===== src/sv/pbms_pkg.sv =====
`default_nettype none
package pbms_pkg;

  localparam int COORD_W    = 24;
  localparam int IDX_W      = 7;
  localparam int RANGE_W    = 24;
  localparam int COUNT_W    = 8;
  localparam int CFG_DATA_W = 32;
  localparam int PADDR_W    = 3;

  // cordic vector, angle accumulator, square root and square widths
  localparam int CW = 57;
  localparam int ZW = 35;
  localparam int RW = 49;
  localparam int MW = 48;

  localparam int CORDIC_STEPS = 30;
  localparam int STEP_W       = 5;
  localparam int SQ_FIRST     = 3;
  localparam int SQRT_STEPS   = 24;
  localparam int SQ_SHIFT0    = 46 + 2 * SQ_FIRST;

  localparam logic OP_READ = 1'b1;

  localparam logic REG_BEAM_COUNT = 1'b0;
  localparam logic REG_MAX_RANGE  = 1'b1;

  localparam logic [COUNT_W-1:0] BEAM_COUNT_RST = 8'd120;
  localparam logic [RANGE_W-1:0] MAX_RANGE_RST  = 24'd20480;

  // atan(2^-i) in units of 2^-32 turn
  localparam logic [31:0] TURN_ATAN [CORDIC_STEPS] = '{
    32'h20000000, 32'h12E4051E, 32'h09FB385B, 32'h051111D4, 32'h028B0D43,
    32'h0145D7E1, 32'h00A2F61E, 32'h00517C55, 32'h0028BE53, 32'h00145F2F,
    32'h000A2F98, 32'h000517CC, 32'h00028BE6, 32'h000145F3, 32'h0000A2FA,
    32'h0000517D, 32'h000028BE, 32'h0000145F, 32'h00000A30, 32'h00000518,
    32'h0000028C, 32'h00000146, 32'h000000A3, 32'h00000051, 32'h00000029,
    32'h00000014, 32'h0000000A, 32'h00000005, 32'h00000003, 32'h00000001
  };

  typedef struct packed {
    logic              load;
    logic              iter;
    logic [STEP_W-1:0] step;
    logic              ang;
    logic              mul;
    logic              look;
    logic              upd;
    logic              rlook;
    logic              rd_out;
  } pbms_cmd_t;

endpackage
`default_nettype wire


===== src/sv/pbms_ctrl.sv =====
`default_nettype none
module pbms_ctrl (
  input  logic                clk,
  input  logic                rst_n,
  input  logic                in_valid,
  input  logic                in_op,
  input  logic                out_free,
  output logic                in_ready,
  output pbms_pkg::pbms_cmd_t cmd
);
  import pbms_pkg::*;

  localparam logic [2:0] S_IDLE  = 3'd0;
  localparam logic [2:0] S_ITER  = 3'd1;
  localparam logic [2:0] S_ANG   = 3'd2;
  localparam logic [2:0] S_MUL   = 3'd3;
  localparam logic [2:0] S_LOOK  = 3'd4;
  localparam logic [2:0] S_UPD   = 3'd5;
  localparam logic [2:0] S_RLOOK = 3'd6;
  localparam logic [2:0] S_RDOUT = 3'd7;

  localparam logic [STEP_W-1:0] LAST_STEP = STEP_W'(CORDIC_STEPS - 1);

  logic [2:0]        state_r, state_nxt;
  logic [STEP_W-1:0] step_r, step_nxt;

  assign in_ready = (state_r == S_IDLE);

  always_comb begin
    state_nxt = state_r;
    step_nxt  = step_r;
    cmd       = '0;
    cmd.step  = step_r;
    case (state_r)
      S_IDLE: begin
        if (in_valid) begin
          cmd.load  = 1'b1;
          step_nxt  = '0;
          state_nxt = (in_op == OP_READ) ? S_RLOOK : S_ITER;
        end
      end
      S_ITER: begin
        cmd.iter = 1'b1;
        if (step_r == LAST_STEP) begin
          step_nxt  = '0;
          state_nxt = S_ANG;
        end else begin
          step_nxt = step_r + 1'b1;
        end
      end
      S_ANG: begin
        cmd.ang   = 1'b1;
        state_nxt = S_MUL;
      end
      S_MUL: begin
        cmd.mul   = 1'b1;
        state_nxt = S_LOOK;
      end
      S_LOOK: begin
        cmd.look  = 1'b1;
        state_nxt = S_UPD;
      end
      S_UPD: begin
        cmd.upd   = 1'b1;
        state_nxt = S_IDLE;
      end
      S_RLOOK: begin
        cmd.rlook = 1'b1;
        state_nxt = S_RDOUT;
      end
      S_RDOUT: begin
        // hold until the result register can take the beat
        if (out_free) begin
          cmd.rd_out = 1'b1;
          state_nxt  = S_IDLE;
        end
      end
      default: state_nxt = S_IDLE;
    endcase
  end

  always_ff @(posedge clk) begin
    if (!rst_n) begin
      state_r <= S_IDLE;
      step_r  <= '0;
    end else begin
      state_r <= state_nxt;
      step_r  <= step_nxt;
    end
  end

  a_iter_bound: assert property (@(posedge clk) disable iff (!rst_n)
    state_r == S_ITER |-> step_r <= LAST_STEP)
    else $error("cordic step counter ran past the last step");

  a_load_leaves_idle: assert property (@(posedge clk) disable iff (!rst_n)
    cmd.load |=> state_r != S_IDLE)
    else $error("accepted item did not start work");

  a_read_done: assert property (@(posedge clk) disable iff (!rst_n)
    (state_r == S_RDOUT && out_free) |=> state_r == S_IDLE)
    else $error("read result not handed off when output was free");
endmodule
`default_nettype wire


===== config.mk =====
export PLATFORM = sky130hd
export DESIGN_NAME = pbms_ctrl
export DESIGN_NICKNAME = d
export VERILOG_FILES = /design/src/sv/pbms_pkg.sv /design/src/sv/pbms_ctrl.sv
export SDC_FILE = /design/constraint.sdc
export NUM_CORES = 1
export LEC_CHECK = 0
export BUFFER_PORTS_ARGS = -buffer_cell sky130_fd_sc_hd__clkbuf_2
export CAP_MARGIN = 10
export CORE_AREA = 2 2 39 41
export DETAILED_ROUTE_END_ITERATION = 8
export DIE_AREA = 0 0 41 43
export GPL_ROUTABILITY_DRIVEN = 0
export HOLD_SLACK_MARGIN = 0.05
export PLACE_DENSITY = 0.63
export RECOVER_POWER = 50
export SLEW_MARGIN = 20
export SYNTH_ARGS = -nofsm -noshare
export SYNTH_HDL_FRONTEND = slang
export SYNTH_SLANG_ARGS = --single-unit

===== constraint.sdc =====
create_clock -name clk -period 4.4 [get_ports clk]
set_input_delay 0.66 -clock clk [delete_from_list [all_inputs] [get_ports clk]]
set_output_delay 0.66 -clock clk [all_outputs]
set_load 0.005 [all_outputs]

==> run_results.csv <==
group,metric,value,unit
critical_path,crit_type,"reg -> out",
synthesis,synth_edf_count,0,
routing,firstDrtPassIters,4,
global_routing,grt_pass1_wl,1918,µm
critical_path,endpoint_kind,"output pin",
routing,postRouteAntennaNets,0,
critical_path,cp_top_family,"simple AND/OR/NAND/NOR gates",
die,die_area,1763,µm²
routing,wire_per_inst,12.12,µm
cts,clock_path_buffers,2,
layout,drive_above_1_share,0.2381,
routing,drt_wl_total,1212,µm
timing,tns,0,ns
global_routing,gr-total-overflow,0,
synthesis,yosysSeqAreaShare,0.3019,
layout,syn_to_final_growth,18.63,%
synthesis,synth_cells,67,
routing,drc,0,
cts,cts_hold_buffers,0,
global_routing,antenna_found_initial,0,
die,fp.dieW,41,µm
critical_path,crit_fanout,8,
routing,drtIter0Drc,15,
timing,finalMaxSlewViolations,0,
layout,final_nets,93,
cts,cts_root_buf,"clkbuf_4",
cts,path_clk_slew,0.06,ns
power,total_power,216.8,µW
flow_run,maxCapViolations,0,
die,pin_count,19,
cts,htreeDepth,1,
timing,fmax,436.0,MHz
critical_path,startpoint_type,"flip-flop",
routing,dr_total_vias,570,
synthesis,synth_top_area_cell,"dfxtp_1",
power,peakVddDrop,159.2,µV
critical_path,worstPathRequired,3.74,ns
global_routing,grt_max_degree,13,
critical_path,crit_path_top_delay_cell,"nor3b_1",
timing,finalCritPeriodShare,0.5213,
timing,period_minus_slack,2.294,ns
synthesis,synthDistinctLibCells,31,
die,placementRows,14,
layout,fillers,152,
cts,clock_latency,0.26,ns
synthesis,syn_area,530.5,µm²
cts,cts_sinks,8,
cts,cts_tree,"done",
layout,n_antenna_cell,0,
synthesis,ys_warn_count,0,
synthesis,syn-num-nets,74,
timing,rsz0062_at_grt,"false",
hold_path,hp-class,"reg -> reg",
synthesis,ys_ff_latch,8,
critical_path,max_stage_delay,0.68,ns
place,dp_hpwl,864.4,µm
cts,post_cts.repair.setup_buffers,0,
critical_path,critPathArrivalTime,1.63,ns
critical_path,crit_buf_inv,1,
global_routing,grt_usage,0.1586,
synthesis,synth-main-ff-cell,"dfxtp_1",
cts,cts_resized,0,
synthesis,yosys-top-cells-area,"dfxtp_1 30%, nand3b_1 7.1%, a21oi_1 5.7%",
die,core_area,1384,µm²
synthesis,synth.avg_cell_area,7.918,µm²
power,leakage,0.2616,nW
die,die_h,43,µm
timing,finClkSkew,0.0009859,ns
die,initial_core_util,0.3834,
global_routing,grt_pass1_vias,439,
routing,viasPerCell,5.700,
synthesis,async_reset_ff_frac,0,
power,power.density,344.5,nW/µm²
cts,numCtsBuffers,3,
critical_path,path_cells,"nor3b_1 -> clkbuf_2",
place,portBuffers,18,
timing,setup_viol,0,
timing,relSlewSlack,0.4800,
synthesis,synth_top_area_share,0.3019,
timing,tightest_slew,0.7784,ns
timing,hold_viol_final,0,
status,status,"finished clean",
## worst reg2reg max path: stages, from the launching register on
cell and delay (ns):
dfxtp_1 0.46, nor3b_1 0.69, nand3b_1 0.15, a311oi_1 0.29
## cells in the mapped netlist, types with 2 or more instances
| cell | count |
|---|---|
| inv_1 | 5 |
| a31oi_1 | 3 |
| nand3_1 | 3 |
| nand4_1 | 2 |
| clkbuf_2 | 2 |
| nor2_1 | 5 |
| o21ai_0 | 4 |
| nand3b_1 | 5 |
| dfxtp_1 | 8 |
| a21oi_1 | 6 |
| ha_1 | 2 |
| nor3_1 | 3 |
## layout make-up
type / count / area [µm²] / area share
flip-flops and latches: 8 / 160.2 / 0.2545
inverters: 5 / 18.77 / 0.02982
well taps: 16 / 20.02 / 0.03181
multi-input cells: 50 / 321.6 / 0.5109
clock buffers: 3 / 22.52 / 0.03579
repair buffers: 18 / 86.33 / 0.1372
## report_power, final
group | total (mW) | leakage [nW] | switching (mW) | internal (mW)
registers | 0.0935 | 0.0653 | 0.0141 | 0.0795
logic | 0.0638 | 0.182 | 0.0351 | 0.0286
clock network | 0.0595 | 0.0138 | 0.0280 | 0.0314
total | 0.217 | 0.262 | 0.0772 | 0.140
## sequential cells by signal, indices dropped and copies added (netlist names)
register,cells
step_r,5
state_r,3
## worst paths after layout
check / end / startpoint / slack (ns) / cells after the start
hold / removal: step_r[4]$_SDFFE_PN0P_ / step_r[4]$_SDFFE_PN0P_ / 0.54 / 2
hold reg to reg: step_r[4]$_SDFFE_PN0P_ / step_r[4]$_SDFFE_PN0P_ / 0.54 / 2
setup reg to reg: step_r[2]$_SDFFE_PN0P_ / state_r[0]$_SDFFE_PN0P_ / 2.74 / 3
setup / recovery: cmd[11] / state_r[0]$_SDFFE_PN0P_ / 2.11 / 2
## metrics by stage
| step | utilization | hold WS [ns] | instance area, µm² | setup WS (ns) | cells |
|---|---|---|---|---|---|
| after detailed placement | 0.4448 | 0.5353 | 615.6 | 2.516 | 97 |
| final | 0.4548 | 0.5407 | 629.4 | 2.106 | 100 |
| after floorplan | - | 0.5128 | 530.5 | 2.690 | 67 |
| after global placement | 0.4448 | 0.5283 | 615.6 | 2.542 | 97 |
| after CTS | 0.4611 | 0.5431 | 638.1 | 2.228 | 100 |
| after global routing | 0.4548 | 0.5758 | 629.4 | 1.945 | 100 |
## cell families (layout without fill, tap and decap cells)
group | after synthesis | after routing | synth area share
AND/OR/NAND/NOR | 29 | 29 | 0.3420
flip-flops | 8 | 8 | 0.3019
adder cells (fa/ha/maj) | 2 | 2 | 0.04716
AO/OA/AOI/OAI | 19 | 19 | 0.2264
buffers and inverters | 9 | 26 | 0.08254
## layer usage
| metal | GRT usage | share of wire | vias to the layer above |
|---|---|---|---|
| li1 | - | - | 290 |
| met1 | 0.2444 | 0.51 | 262 |
| met4 | 0.1000 | 0.021 | 0 |
| met5 | 0 | 0 | - |
| met3 | 0.03141 | 0.044 | 4 |
| met2 | 0.1906 | 0.42 | 14 |
## placed cells by master, fill, tap and decap left out, drive strengths merged, types with 2 or more instances in the layout
cell type and count:
nand3 3, ha 2, a31oi 3, nand4 2, o21ai 4, and3 2, nand3b 5, a21oi 6
nor3 3, inv 5, nor2 5, clkbuf 21, dfxtp 8
Note: power is estimated with default switching activity, not from simulation.
