--- config.mk ---
export PLATFORM = sky130hd
export DESIGN_NAME = pbms_regs
export DESIGN_NICKNAME = d
export VERILOG_FILES = /design/src/sv/pbms_pkg.sv /design/src/sv/pbms_regs.sv
export SDC_FILE = /design/constraint.sdc
export NUM_CORES = 1
export LEC_CHECK = 0
export ABC_AREA = 1
export BUFFER_PORTS_ARGS = -buffer_cell sky130_fd_sc_hd__clkbuf_2
export CAP_MARGIN = 10
export CORE_ASPECT_RATIO = 0.75
export CORE_MARGIN = 3
export CORE_UTILIZATION = 30
export DETAILED_ROUTE_END_ITERATION = 8
export PLACE_DENSITY = 0.59
export SLEW_MARGIN = 20
export SYNTH_ARGS = -nofsm -noshare
export SYNTH_HDL_FRONTEND = slang
export SYNTH_SLANG_ARGS = --single-unit
--- constraint.sdc ---
create_clock -name clk -period 1.65 [get_ports clk]
set_input_delay 0.2475 -clock clk [delete_from_list [all_inputs] [get_ports clk]]
set_output_delay 0.2475 -clock clk [all_outputs]
set_load 0.005 [all_outputs]
--- src/sv/pbms_pkg.sv ---
`default_nettype none
package pbms_pkg;

  localparam int COORD_W    = 24;
  localparam int IDX_W      = 7;
  localparam int RANGE_W    = 24;
  localparam int COUNT_W    = 8;
  localparam int CFG_DATA_W = 32;
  localparam int PADDR_W    = 3;

  // cordic vector, angle accumulator, square root and square widths
  localparam int CW = 57;
  localparam int ZW = 35;
  localparam int RW = 49;
  localparam int MW = 48;

  localparam int CORDIC_STEPS = 30;
  localparam int STEP_W       = 5;
  localparam int SQ_FIRST     = 3;
  localparam int SQRT_STEPS   = 24;
  localparam int SQ_SHIFT0    = 46 + 2 * SQ_FIRST;

  localparam logic OP_READ = 1'b1;

  localparam logic REG_BEAM_COUNT = 1'b0;
  localparam logic REG_MAX_RANGE  = 1'b1;

  localparam logic [COUNT_W-1:0] BEAM_COUNT_RST = 8'd120;
  localparam logic [RANGE_W-1:0] MAX_RANGE_RST  = 24'd20480;

  // atan(2^-i) in units of 2^-32 turn
  localparam logic [31:0] TURN_ATAN [CORDIC_STEPS] = '{
    32'h20000000, 32'h12E4051E, 32'h09FB385B, 32'h051111D4, 32'h028B0D43,
    32'h0145D7E1, 32'h00A2F61E, 32'h00517C55, 32'h0028BE53, 32'h00145F2F,
    32'h000A2F98, 32'h000517CC, 32'h00028BE6, 32'h000145F3, 32'h0000A2FA,
    32'h0000517D, 32'h000028BE, 32'h0000145F, 32'h00000A30, 32'h00000518,
    32'h0000028C, 32'h00000146, 32'h000000A3, 32'h00000051, 32'h00000029,
    32'h00000014, 32'h0000000A, 32'h00000005, 32'h00000003, 32'h00000001
  };

  typedef struct packed {
    logic              load;
    logic              iter;
    logic [STEP_W-1:0] step;
    logic              ang;
    logic              mul;
    logic              look;
    logic              upd;
    logic              rlook;
    logic              rd_out;
  } pbms_cmd_t;

endpackage
`default_nettype wire

--- src/sv/pbms_regs.sv ---
`default_nettype none
module pbms_regs (
  input  logic                               clk,
  input  logic                               rst_n,
  input  logic                               psel,
  input  logic                               penable,
  input  logic                               pwrite,
  input  logic [pbms_pkg::PADDR_W-1:0]       paddr,
  input  logic [pbms_pkg::CFG_DATA_W-1:0]    pwdata,
  output logic [pbms_pkg::CFG_DATA_W-1:0]    prdata,
  output logic                               pready,
  output logic [pbms_pkg::COUNT_W-1:0]       beam_count,
  output logic [pbms_pkg::RANGE_W-1:0]       max_range
);
  import pbms_pkg::*;

  logic [COUNT_W-1:0] beam_count_r;
  logic [RANGE_W-1:0] max_range_r;
  logic               wr_en;
  logic               reg_sel;

  assign pready  = 1'b1;
  assign wr_en   = psel & penable & pwrite;
  assign reg_sel = paddr[2];

  always_ff @(posedge clk) begin
    if (!rst_n) begin
      beam_count_r <= BEAM_COUNT_RST;
      max_range_r  <= MAX_RANGE_RST;
    end else if (wr_en) begin
      case (reg_sel)
        REG_BEAM_COUNT: beam_count_r <= pwdata[COUNT_W-1:0];
        REG_MAX_RANGE:  max_range_r  <= pwdata[RANGE_W-1:0];
        default: ;
      endcase
    end
  end

  always_comb begin
    case (reg_sel)
      REG_BEAM_COUNT: prdata = CFG_DATA_W'(beam_count_r);
      REG_MAX_RANGE:  prdata = CFG_DATA_W'(max_range_r);
      default:        prdata = '0;
    endcase
  end

  assign beam_count = beam_count_r;
  assign max_range  = max_range_r;
endmodule
`default_nettype wire

==> results of run 1 <==
flip-flops by register name, indices dropped and copies added, names as in the netlist:
name        flops
beam_count      8
max_range      24
through the flow:
step                std cells  worst slack, ns  power (µW)  utilization  instance area (µm²)
finish                    422           0.5164        1677       0.4307                 2193
global route              422           0.4245        1786       0.4307                 2193
CTS                       422           0.4943        1712       0.4307                 2193
detailed placement        414           0.4153        1086       0.4125                 2101
global placement          414           0.4239        1082       0.4125                 2101
floorplan                 272           0.6802       991.1            -                 1680
logic make-up (layout without fill, tap and decap cells):
group         after synthesis  count (layout)  synth area share
buf+inv                    62             140            0.1876
flops                      32              32            0.3873
other cells                 2               9          0.004540
simple gates              169             169            0.4206
area by class of cell:
class / instances / share of cell area
multi-input cells: 178 / 0.3326
flip-flops and latches: 32 / 0.2921
repair buffers: 92 / 0.2236
inverters: 40 / 0.06845
well taps: 72 / 0.04107
clock buffers: 6 / 0.03765
clock inverters: 2 / 0.004564
power by group:
group	internal (µW)	switching, µW	total [µW]
combinational	105	139	244
sequential	800	20.5	821
clock	332	280	612
worst max path at each step:
stage,startpoint,to,slack [ns],cells after the start
final,beam_count[7],prdata[7],0.52,3
after global routing,paddr[2],prdata[3],0.42,5
after CTS,beam_count[4],prdata[4],0.49,3
after detailed placement,psel,max_range[14],0.42,7
after global placement,psel,max_range[14],0.42,7
after floorplan,paddr[2],prdata[4],0.68,4
worst reg2reg max path: stages, from the launching register on:
cell and delay, ns:
dfxtp_1 0.37, nor2_1 0.06, nor2_1 0.11
cells in the final DEF, fill, tap and decap left out:
master,netlist,routed
nor2_1,53,53
nand2_1,81,81
clkbuf_2,0,85
dfxtp_1,32,32
conb_1,2,9
clkinv_2,0,2
inv_1,39,39
inv_2,1,1
nand3_1,32,32
buf_12,0,1
nor2_4,2,2
nand3_2,1,1
buf_4,14,6
clkbuf_8,2,6
layer usage:
layer	vias to the layer above	routed length (µm)	part of all wire	global-route usage
li1	925	-	-	-
met1	726	2072	0.48	0.1745
met2	65	1822	0.42	0.2267
met3	7	388	0.090	0.04952
met4	0	46	0.011	0.03460
met5	-	0	0	0
cell usage after synthesis, drive strengths merged:
cell / number / area [µm²]
nor2: 55 / 221.5
conb: 2 / 7.510
inv: 40 / 150.1
nand2: 81 / 304.0
buf: 19 / 128.9
nand3: 33 / 170.2
clkbuf: 3 / 31.28
dfxtp: 32 / 640.6
==> impl_metrics.yaml, run 1 <==
synthesis:
  netlist_instances: 265
  ys_ff_latch: 32
  synth_area_um2: 1654
  synth_warnings: 0
  seq_area_frac_synth: 0.3873
  synth_cell_types: 14
  avgSynthCellArea_um2: 6.242
clock_tree:
  htreeDepth: 2
  cts_tree: "yes"
  clock_path_buffers: 2
  cts.sink_count: 32
  cts-resized-gates: 0
  cts_setup_buffers: 0
  cts_made_buffers: 5
  clock_latency_ns: 0.27
  cts_root_buf: "clkbuf_8"
  clk_pin_slew_worst_paths_ns: 0.07
  cts-hold-fix-buffers: 0
layout:
  nets: 389
  n_antenna_cell: 0
  fillers: 556
  layout-drive-gt1-share: 0.2971
  multi_input_area_um2: 729.5
  syn2layout_area_growth_pct: 32.60
  seqCellArea_um2: 640.6
sta:
  clock.fmax_mhz: 882.1
  setup-tns-final_ns: 0
  slew_headroom: 0.5641
  finalSetupViolations: 0
  drv_slew: 0
  hold_viol_final: 0
  grt_setup_unrepaired: "no"
  hold_slack_ns: 0.1818
  worstMarginPinSlew_ns: 0.6538
  skew_ns: 0
  fin_crit_sh: 0.6871
  post-route-min-period_ns: 1.134
drt:
  firstDrtPassIters: 4
  detail-route-antenna-nets: 0
  drcViolationCount: 0
  drt-total-wl_mm: 4.329
  drt_iter0_markers: 46
  vias_per_cell: 4.083
  vias: 1723
  wl_per_cell_um: 10.26
placed_design:
  portBuffers: 85
  hpwlAfterDp_mm: 3.215
  gp_congestion: 0.7133
worst_setup_path:
  crit_chain: "nand2_1, nand2_1, clkbuf_2"
  ff2ff_setup_slack_ns: 1.05
  reg2reg_from: "max_range[6]"
  r2r_end: "max_range[6]"
  crit_path_frequent_cell: "nand2_1"
  reg2reg_depth: 2
  path_class: "reg2out"
  startpoint_type: "register"
  arrival_ns: 0.89
  crit_buf_inv: 1
  crit_family: "flip-flops"
  slowest_stage: "dfxtp_1"
  critPathMaxStageDelay_ns: 0.37
  cp.required_ns: 1.40
  path_max_fanout: 3
  end_kind: "primary output"
grt:
  grt_use_total: 0.1389
  grt_antenna_before_repair: 0
  gr-total-overflow: 0
  grt_pass1_wl_mm: 7.396
  grt_pass1_vias: 1629
  grt_max_degree: 33
die:
  io_pins: 105
  fp.dieH_um: 70.31
  die_w_um: 91.74
  die_area_um2: 6450
  coreArea_um2: 5092
  rows: 22
  start_util: 0.3248
pwr:
  power.density_nw_per_um2: 764.4
  peakVddDrop_v: 0.0002696
  power_leakage_uw: 0.001346
worst_hold_path:
  hold_class: "in2reg"
  hold_depth: 3
  worstHoldEndpoint: "max_range[12]"
  hold_start: "pwdata[12]"
outcome:
  outcome: "finished clean"
run:
  maxCapViolCount: 0
Note: power is estimated with default switching activity, not from simulation.
==> inputs of run 2 (changes only) <==
--- a/config.mk
+++ b/config.mk
@@ -5,7 +5,7 @@
 export SDC_FILE = /design/constraint.sdc
 export NUM_CORES = 1
 export LEC_CHECK = 0
-export ABC_AREA = 1
+export ABC_AREA = 0
 export BUFFER_PORTS_ARGS = -buffer_cell sky130_fd_sc_hd__clkbuf_2
 export CAP_MARGIN = 10
 export CORE_ASPECT_RATIO = 0.75
==> constraint.sdc (replaced) <==
create_clock -name clk -period 1.1 [get_ports clk]
set_input_delay 0.165 -clock clk [delete_from_list [all_inputs] [get_ports clk]]
set_output_delay 0.165 -clock clk [all_outputs]
set_load 0.005 [all_outputs]
==> run 2 against run 1 <==
The run now ends with negative setup slack left. Area after synthesis is 1.8% lower. Critical endpoint is now prdata[4]. Highest routed layer unchanged. Largest power group unchanged. Cell area increased by 6.1%. Count of clock-buffer cells in the layout up 1. Hold slack worse by 0.071 ns. Clock power grew 55%. Sequential cell count did not move.
==> impl_metrics.yaml, run 2 <==
outcome:
  outcome: "complete, but fails checks"
  violations: "negative setup slack"
worst_setup_path:
  r2r_end: "beam_count[4]"
  crit_family: "flip-flops"
  arrival_ns: 0.97
  ff2ff_setup_slack_ns: 0.35
  reg2reg_from: "beam_count[4]"
  path_class: "reg2out"
  slowest_stage: "dfxtp_2"
  path_depth: 2
  startpoint_type: "register"
  path_max_fanout: 2
  crit_chain: "mux2_4, clkbuf_2"
  crit_start: "beam_count[4]"
  reg2reg_depth: 3
  critPathMaxStageDelay_ns: 0.33
  crit_buf_inv: 1
  cp.required_ns: 0.94
  cp-endpoint: "prdata[4]"
  end_kind: "primary output"
synthesis:
  avgSynthCellArea_um2: 9.228
  yosysMostFrequentCell: "nand2_1"
  synth_cell_types: 15
  synth_edf_count: 0
  yosys.area.top_type_share: 0.3945
  synth_top_area_cell: "dfxtp_1"
  synth_ff_type: "dfxtp_1"
  seq_area_frac_synth: 0.3945
  netlist_top_cells_area: "dfxtp_1 39%, mux2i_1 20%, nand2_1 11%, and2_1 6.2%, mux2_2 5.5%"
  synth_warnings: 0
  ys_ff_latch: 32
  synth_area_um2: 1624
  synth_common_cells: "48 x nand2_1, 32 x dfxtp_1, 32 x mux2i_1"
  async_flop_share: 0
  netlist_instances: 176
clock_tree:
  cts-hold-fix-buffers: 0
  clk_pin_slew_worst_paths_ns: 0.06
  cts_root_buf: "clkbuf_8"
  htreeDepth: 2
  cts_tree: "yes"
  clock_path_buffers: 2
  cts.sink_count: 32
  clock_latency_ns: 0.27
  cts_made_buffers: 5
placed_design:
  hpwlAfterDp_mm: 2.848
  dpl_cell_area_um2: 2096
  portBuffers: 85
  gp_congestion: 0.6757
pwr:
  combinationalPowerShare: 0.131
  p_int_uw: 1920
  power.density_nw_per_um2: 1065
  p_seq_frac: 0.486
  swShare: 0.2254
  power_leakage_uw: 0.001130
  peakVddDrop_v: 0.0005066
  switching_power_uw: 558.8
  clkPwrFrac: 0.384
layout:
  utilization: 0.4595
  layout-drive-gt1-share: 0.5110
  multi_input_area_um2: 852.1
  n_antenna_cell: 0
  fin_area_um2: 2327
  final_common_cell: "clkbuf_2"
  seqCellArea_um2: 663.1
  largest_reg_flops: 24
  syn2layout_area_growth_pct: 43.30
  fillers: 532
  layout_common_cells: "85 x clkbuf_2, 48 x nand2_1, 32 x mux2i_1"
  nets: 312
sta:
  finalSetupViolations: 8
  hold_viol_final: 0
  grt_setup_unrepaired: "yes"
  fin_ws_ns: -0.03906
  skew_ns: 0
  clock.fmax_mhz: 877.9
  drv_slew: 0
  hold_slack_ns: 0.1112
  fin_crit_sh: 1.036
  post-route-min-period_ns: 1.139
die:
  rows: 22
  fp.dieH_um: 69.72
  start_util: 0.3207
  coreArea_um2: 5065
  io_pins: 105
  die_area_um2: 6342
  die_w_um: 90.96
worst_hold_path:
  hold_class: "in2reg"
drt:
  detail-route-antenna-nets: 0
  drt_iter0_markers: 17
  wl_per_cell_um: 11.35
  vias: 1426
  vias_per_cell: 4.145
  firstDrtPassIters: 4
  drt-total-wl_mm: 3.903
  drcViolationCount: 0
run:
  maxCapViolCount: 0
grt:
  grt_max_degree: 33
  gr-total-overflow: 0
  grt_pass1_wl_mm: 6.354
  grt_use_total: 0.1209
  grt_antenna_before_repair: 0
  grt_pass1_vias: 1396
## run 2: what timing repair did
item / 4_1_cts / 5_1_grt
setup buffers: 12 / 0
gates resized for setup: 15 / 9
pin swaps: 0 / 0
endpoints found under the setup margin: 8 / 10
gates cloned: 0 / 0
## run 2: worst register-to-register path, cell delays in order (launching register included)
cell     delay (ns)
dfxtp_2        0.33
buf_4          0.13
nor2b_1        0.10
mux2i_1        0.07
## run 2: cell families (layout without fill, tap and decap cells)
group	after synthesis	after routing	synth area share
multiplexers	40	40	0.2527
other	2	9	0.004624
AND/OR/NAND/NOR	79	79	0.2373
flip-flops	32	32	0.3945
buffers and inverters	23	112	0.1109
## run 2: how the worst min path moves through the flow
stage	start	to	slack, ns	cells after the start
floorplan	pwdata[10]	max_range[10]	0.31	2
global placement	pwdata[18]	max_range[18]	0.40	3
detailed placement	pwdata[13]	max_range[13]	0.40	3
CTS	pwdata[9]	max_range[9]	0.11	3
global route	pwdata[8]	max_range[8]	0.11	3
finish	pwdata[9]	max_range[9]	0.11	3
## run 2: metrics by stage
stage	instances	setup TNS [ns]	total power [µW]	setup slack, ns
final	344	-0.2114	2479	-0.03906
after global routing	344	-0.5422	2620	-0.07275
after CTS	344	-0.2524	2508	-0.04117
after detailed placement	325	0	1532	0.03376
after global placement	325	0	1528	0.03662
after floorplan	183	0	1415	0.1512
## run 2: layout make-up
cell class,instances,share of cell area
multi-input cells,128,0.3661
flip-flops and latches,32,0.2849
repair buffers,105,0.2688
clock buffers,7,0.04140
well taps,72,0.03871
## run 2: power by group through the flow
stage	combinational (µW)	sequential (µW)	clock (µW)
global route	360	1210	1050
global placement	300	1230	0
finish	324	1200	951
CTS	322	1200	983
floorplan	186	1230	0
detailed placement	303	1230	0
## run 2: metal layers
metal / global-route usage / wire (µm) / vias to the layer above
li1: - / - / 738
met2: 0.2023 / 1846 / 48
met1: 0.1430 / 1737 / 638
met5: 0 / 0 / -
met3: 0.04772 / 297 / 2
met4: 0.03512 / 21 / 0
==> inputs of run 3 (changes only) <==
--- a/config.mk
+++ b/config.mk
@@ -12,6 +12,7 @@
 export CORE_MARGIN = 3
 export CORE_UTILIZATION = 30
 export DETAILED_ROUTE_END_ITERATION = 8
+export GPL_TIMING_DRIVEN = 0
 export PLACE_DENSITY = 0.59
 export SLEW_MARGIN = 20
 export SYNTH_ARGS = -nofsm -noshare
==> run 3 against run 2 <==
The run still ends with negative setup slack left. Setup slack better by 0.0034 ns. Critical path type unchanged. Utilization is 1.2 points higher. Highest routed layer unchanged. Routed wire length is 15% higher. Register-to-register slack better by 0.03 ns.
==> impl_metrics.yaml, run 3 (synthesized netlist as in run 2, its figures left out) <==
layout:
  fillers: 536
  nets: 326
  final_common_cell: "clkbuf_2"
  utilization: 0.4711
  largest_reg_flops: 24
  layout_common_cells: "84 x clkbuf_2, 48 x nand2_1, 32 x mux2i_1"
  fin_area_um2: 2386
  syn2layout_area_growth_pct: 46.92
  layout.cells.non_filler: 359
  layout-drive-gt1-share: 0.5017
  n_antenna_cell: 0
sta:
  fin_crit_sh: 1.032
  worstMarginPinSlew_ns: 0.5521
  post-route-min-period_ns: 1.136
  hold_viol_final: 0
  fin_ws_ns: -0.03565
  grt_setup_unrepaired: "yes"
  slew_headroom: 0.6319
  clock.fmax_mhz: 880.6
  skew_ns: 0
  drv_slew: 0
  finalSetupViolations: 8
drt:
  drt-total-wl_mm: 4.482
  drt_iter0_markers: 46
  wl_per_cell_um: 12.48
  drcViolationCount: 0
  vias: 1479
  detail-route-antenna-nets: 0
  firstDrtPassIters: 4
  vias_per_cell: 4.120
clock_tree:
  cts.sink_count: 32
  cts_tree: "yes"
  cts_root_buf: "clkbuf_8"
  clock_path_buffers: 2
  clock_latency_ns: 0.27
  htreeDepth: 2
  clk_pin_slew_worst_paths_ns: 0.07
  cts_made_buffers: 5
  cts-hold-fix-buffers: 0
placed_design:
  portBuffers: 83
  hpwlAfterDp_mm: 3.209
  gp_congestion: 0.7249
  dpl_cell_area_um2: 2156
  post-place-ws_ns: -0.1142
  dp.cells: 338
worst_setup_path:
  reg2reg_from: "beam_count[5]"
  end_kind: "primary output"
  arrival_ns: 0.97
  crit_buf_inv: 1
  startpoint_type: "register"
  r2r_end: "beam_count[5]"
  path_max_fanout: 2
  crit_family: "flip-flops"
  critPathMaxStageDelay_ns: 0.32
  ff2ff_setup_slack_ns: 0.38
  reg2reg_depth: 3
  slowest_stage: "dfxtp_2"
  path_class: "reg2out"
  cp.required_ns: 0.94
  crit_chain: "mux2_4, clkbuf_2"
pwr:
  switching_power_uw: 587.4
  finalPower_uw: 2472
  peakVddDrop_v: 0.0003809
  power.density_nw_per_um2: 1036
  p_int_uw: 1885
  power_leakage_uw: 0.001162
  p_seq_frac: 0.487
  combinationalPowerShare: 0.142
  swShare: 0.2376
  clkPwrFrac: 0.371
worst_hold_path:
  hold_class: "in2reg"
  worstHoldEndpoint: "max_range[23]"
  hold_start: "pwdata[23]"
  hold_depth: 3
grt:
  gr-total-overflow: 0
  grt_use_total: 0.1425
  grt_max_degree: 11
  grt_pass1_vias: 1517
  grt_antenna_before_repair: 0
  grt_pass1_wl_mm: 7.238
outcome:
  violations: "negative setup slack"
  outcome: "complete, but fails checks"
die:
  die_w_um: 90.96
  die_area_um2: 6342
  start_util: 0.3207
  coreArea_um2: 5065
  io_pins: 105
  fp.dieH_um: 69.72
  rows: 22
run:
  maxCapViolCount: 0
## run 3: tightest hold or removal path, cell delays in order
cell      delay (ns)
clkbuf_2        0.08
nand2_1         0.04
mux2i_1         0.06
## run 3: final cells by class
cell class | instances | area, µm² | area share
Tap cell | 72 | 90.09 | 0.03776
Multi-Input combinational cell | 128 | 844.6 | 0.3540
Buffer | 23 | 187.7 | 0.07866
Timing Repair Buffer | 96 | 513.0 | 0.2150
Sequential cell | 32 | 660.6 | 0.2769
Clock buffer | 8 | 90.09 | 0.03776
## run 3: repair_timing
action,in CTS,in global routing
setup endpoints to repair,8,18
gates resized for setup,21,3
cloned,0,0
buffers inserted,13,0
## run 3: routing by layer
| metal | part of all wire | GRT usage |
|---|---|---|
| met1 | 0.46 | 0.1847 |
| met5 | 0 | 0 |
| met2 | 0.45 | 0.2194 |
| met3 | 0.081 | 0.05531 |
| met4 | 0.0060 | 0.04013 |
## run 3: worst max path at each step
| stage | from | end | cells past startpoint | slack [ns] |
|---|---|---|---|---|
| finish | beam_count[1] | prdata[1] | 2 | -0.04 |
| global route | beam_count[1] | prdata[1] | 2 | -0.09 |
| CTS | beam_count[1] | prdata[1] | 2 | -0.05 |
| detailed placement | paddr[2] | prdata[5] | 4 | -0.11 |
| global placement | paddr[2] | prdata[7] | 4 | -0.12 |
| floorplan | paddr[2] | max_range[7] | 5 | 0.15 |
## run 3: power groups by stage
stage / Combinational [µW] / Sequential, µW / Clock (µW)
3_3_place_gp: 323 / 1230 / 0
4_1_cts: 352 / 1200 / 954
6_report: 351 / 1200 / 918
3_5_place_dp: 326 / 1230 / 0
5_1_grt: 389 / 1210 / 1000
2_1_floorplan: 186 / 1230 / 0
## run 3: stage by stage
| step | hold WS, ns | TNS (ns) |
|---|---|---|
| after floorplan | 0.3071 | 0 |
| after global placement | 0.3999 | -0.4519 |
| after detailed placement | 0.4025 | -0.4500 |
| after CTS | 0.1010 | -0.3196 |
| after global routing | 0.1118 | -0.5540 |
| final | 0.1171 | -0.2198 |
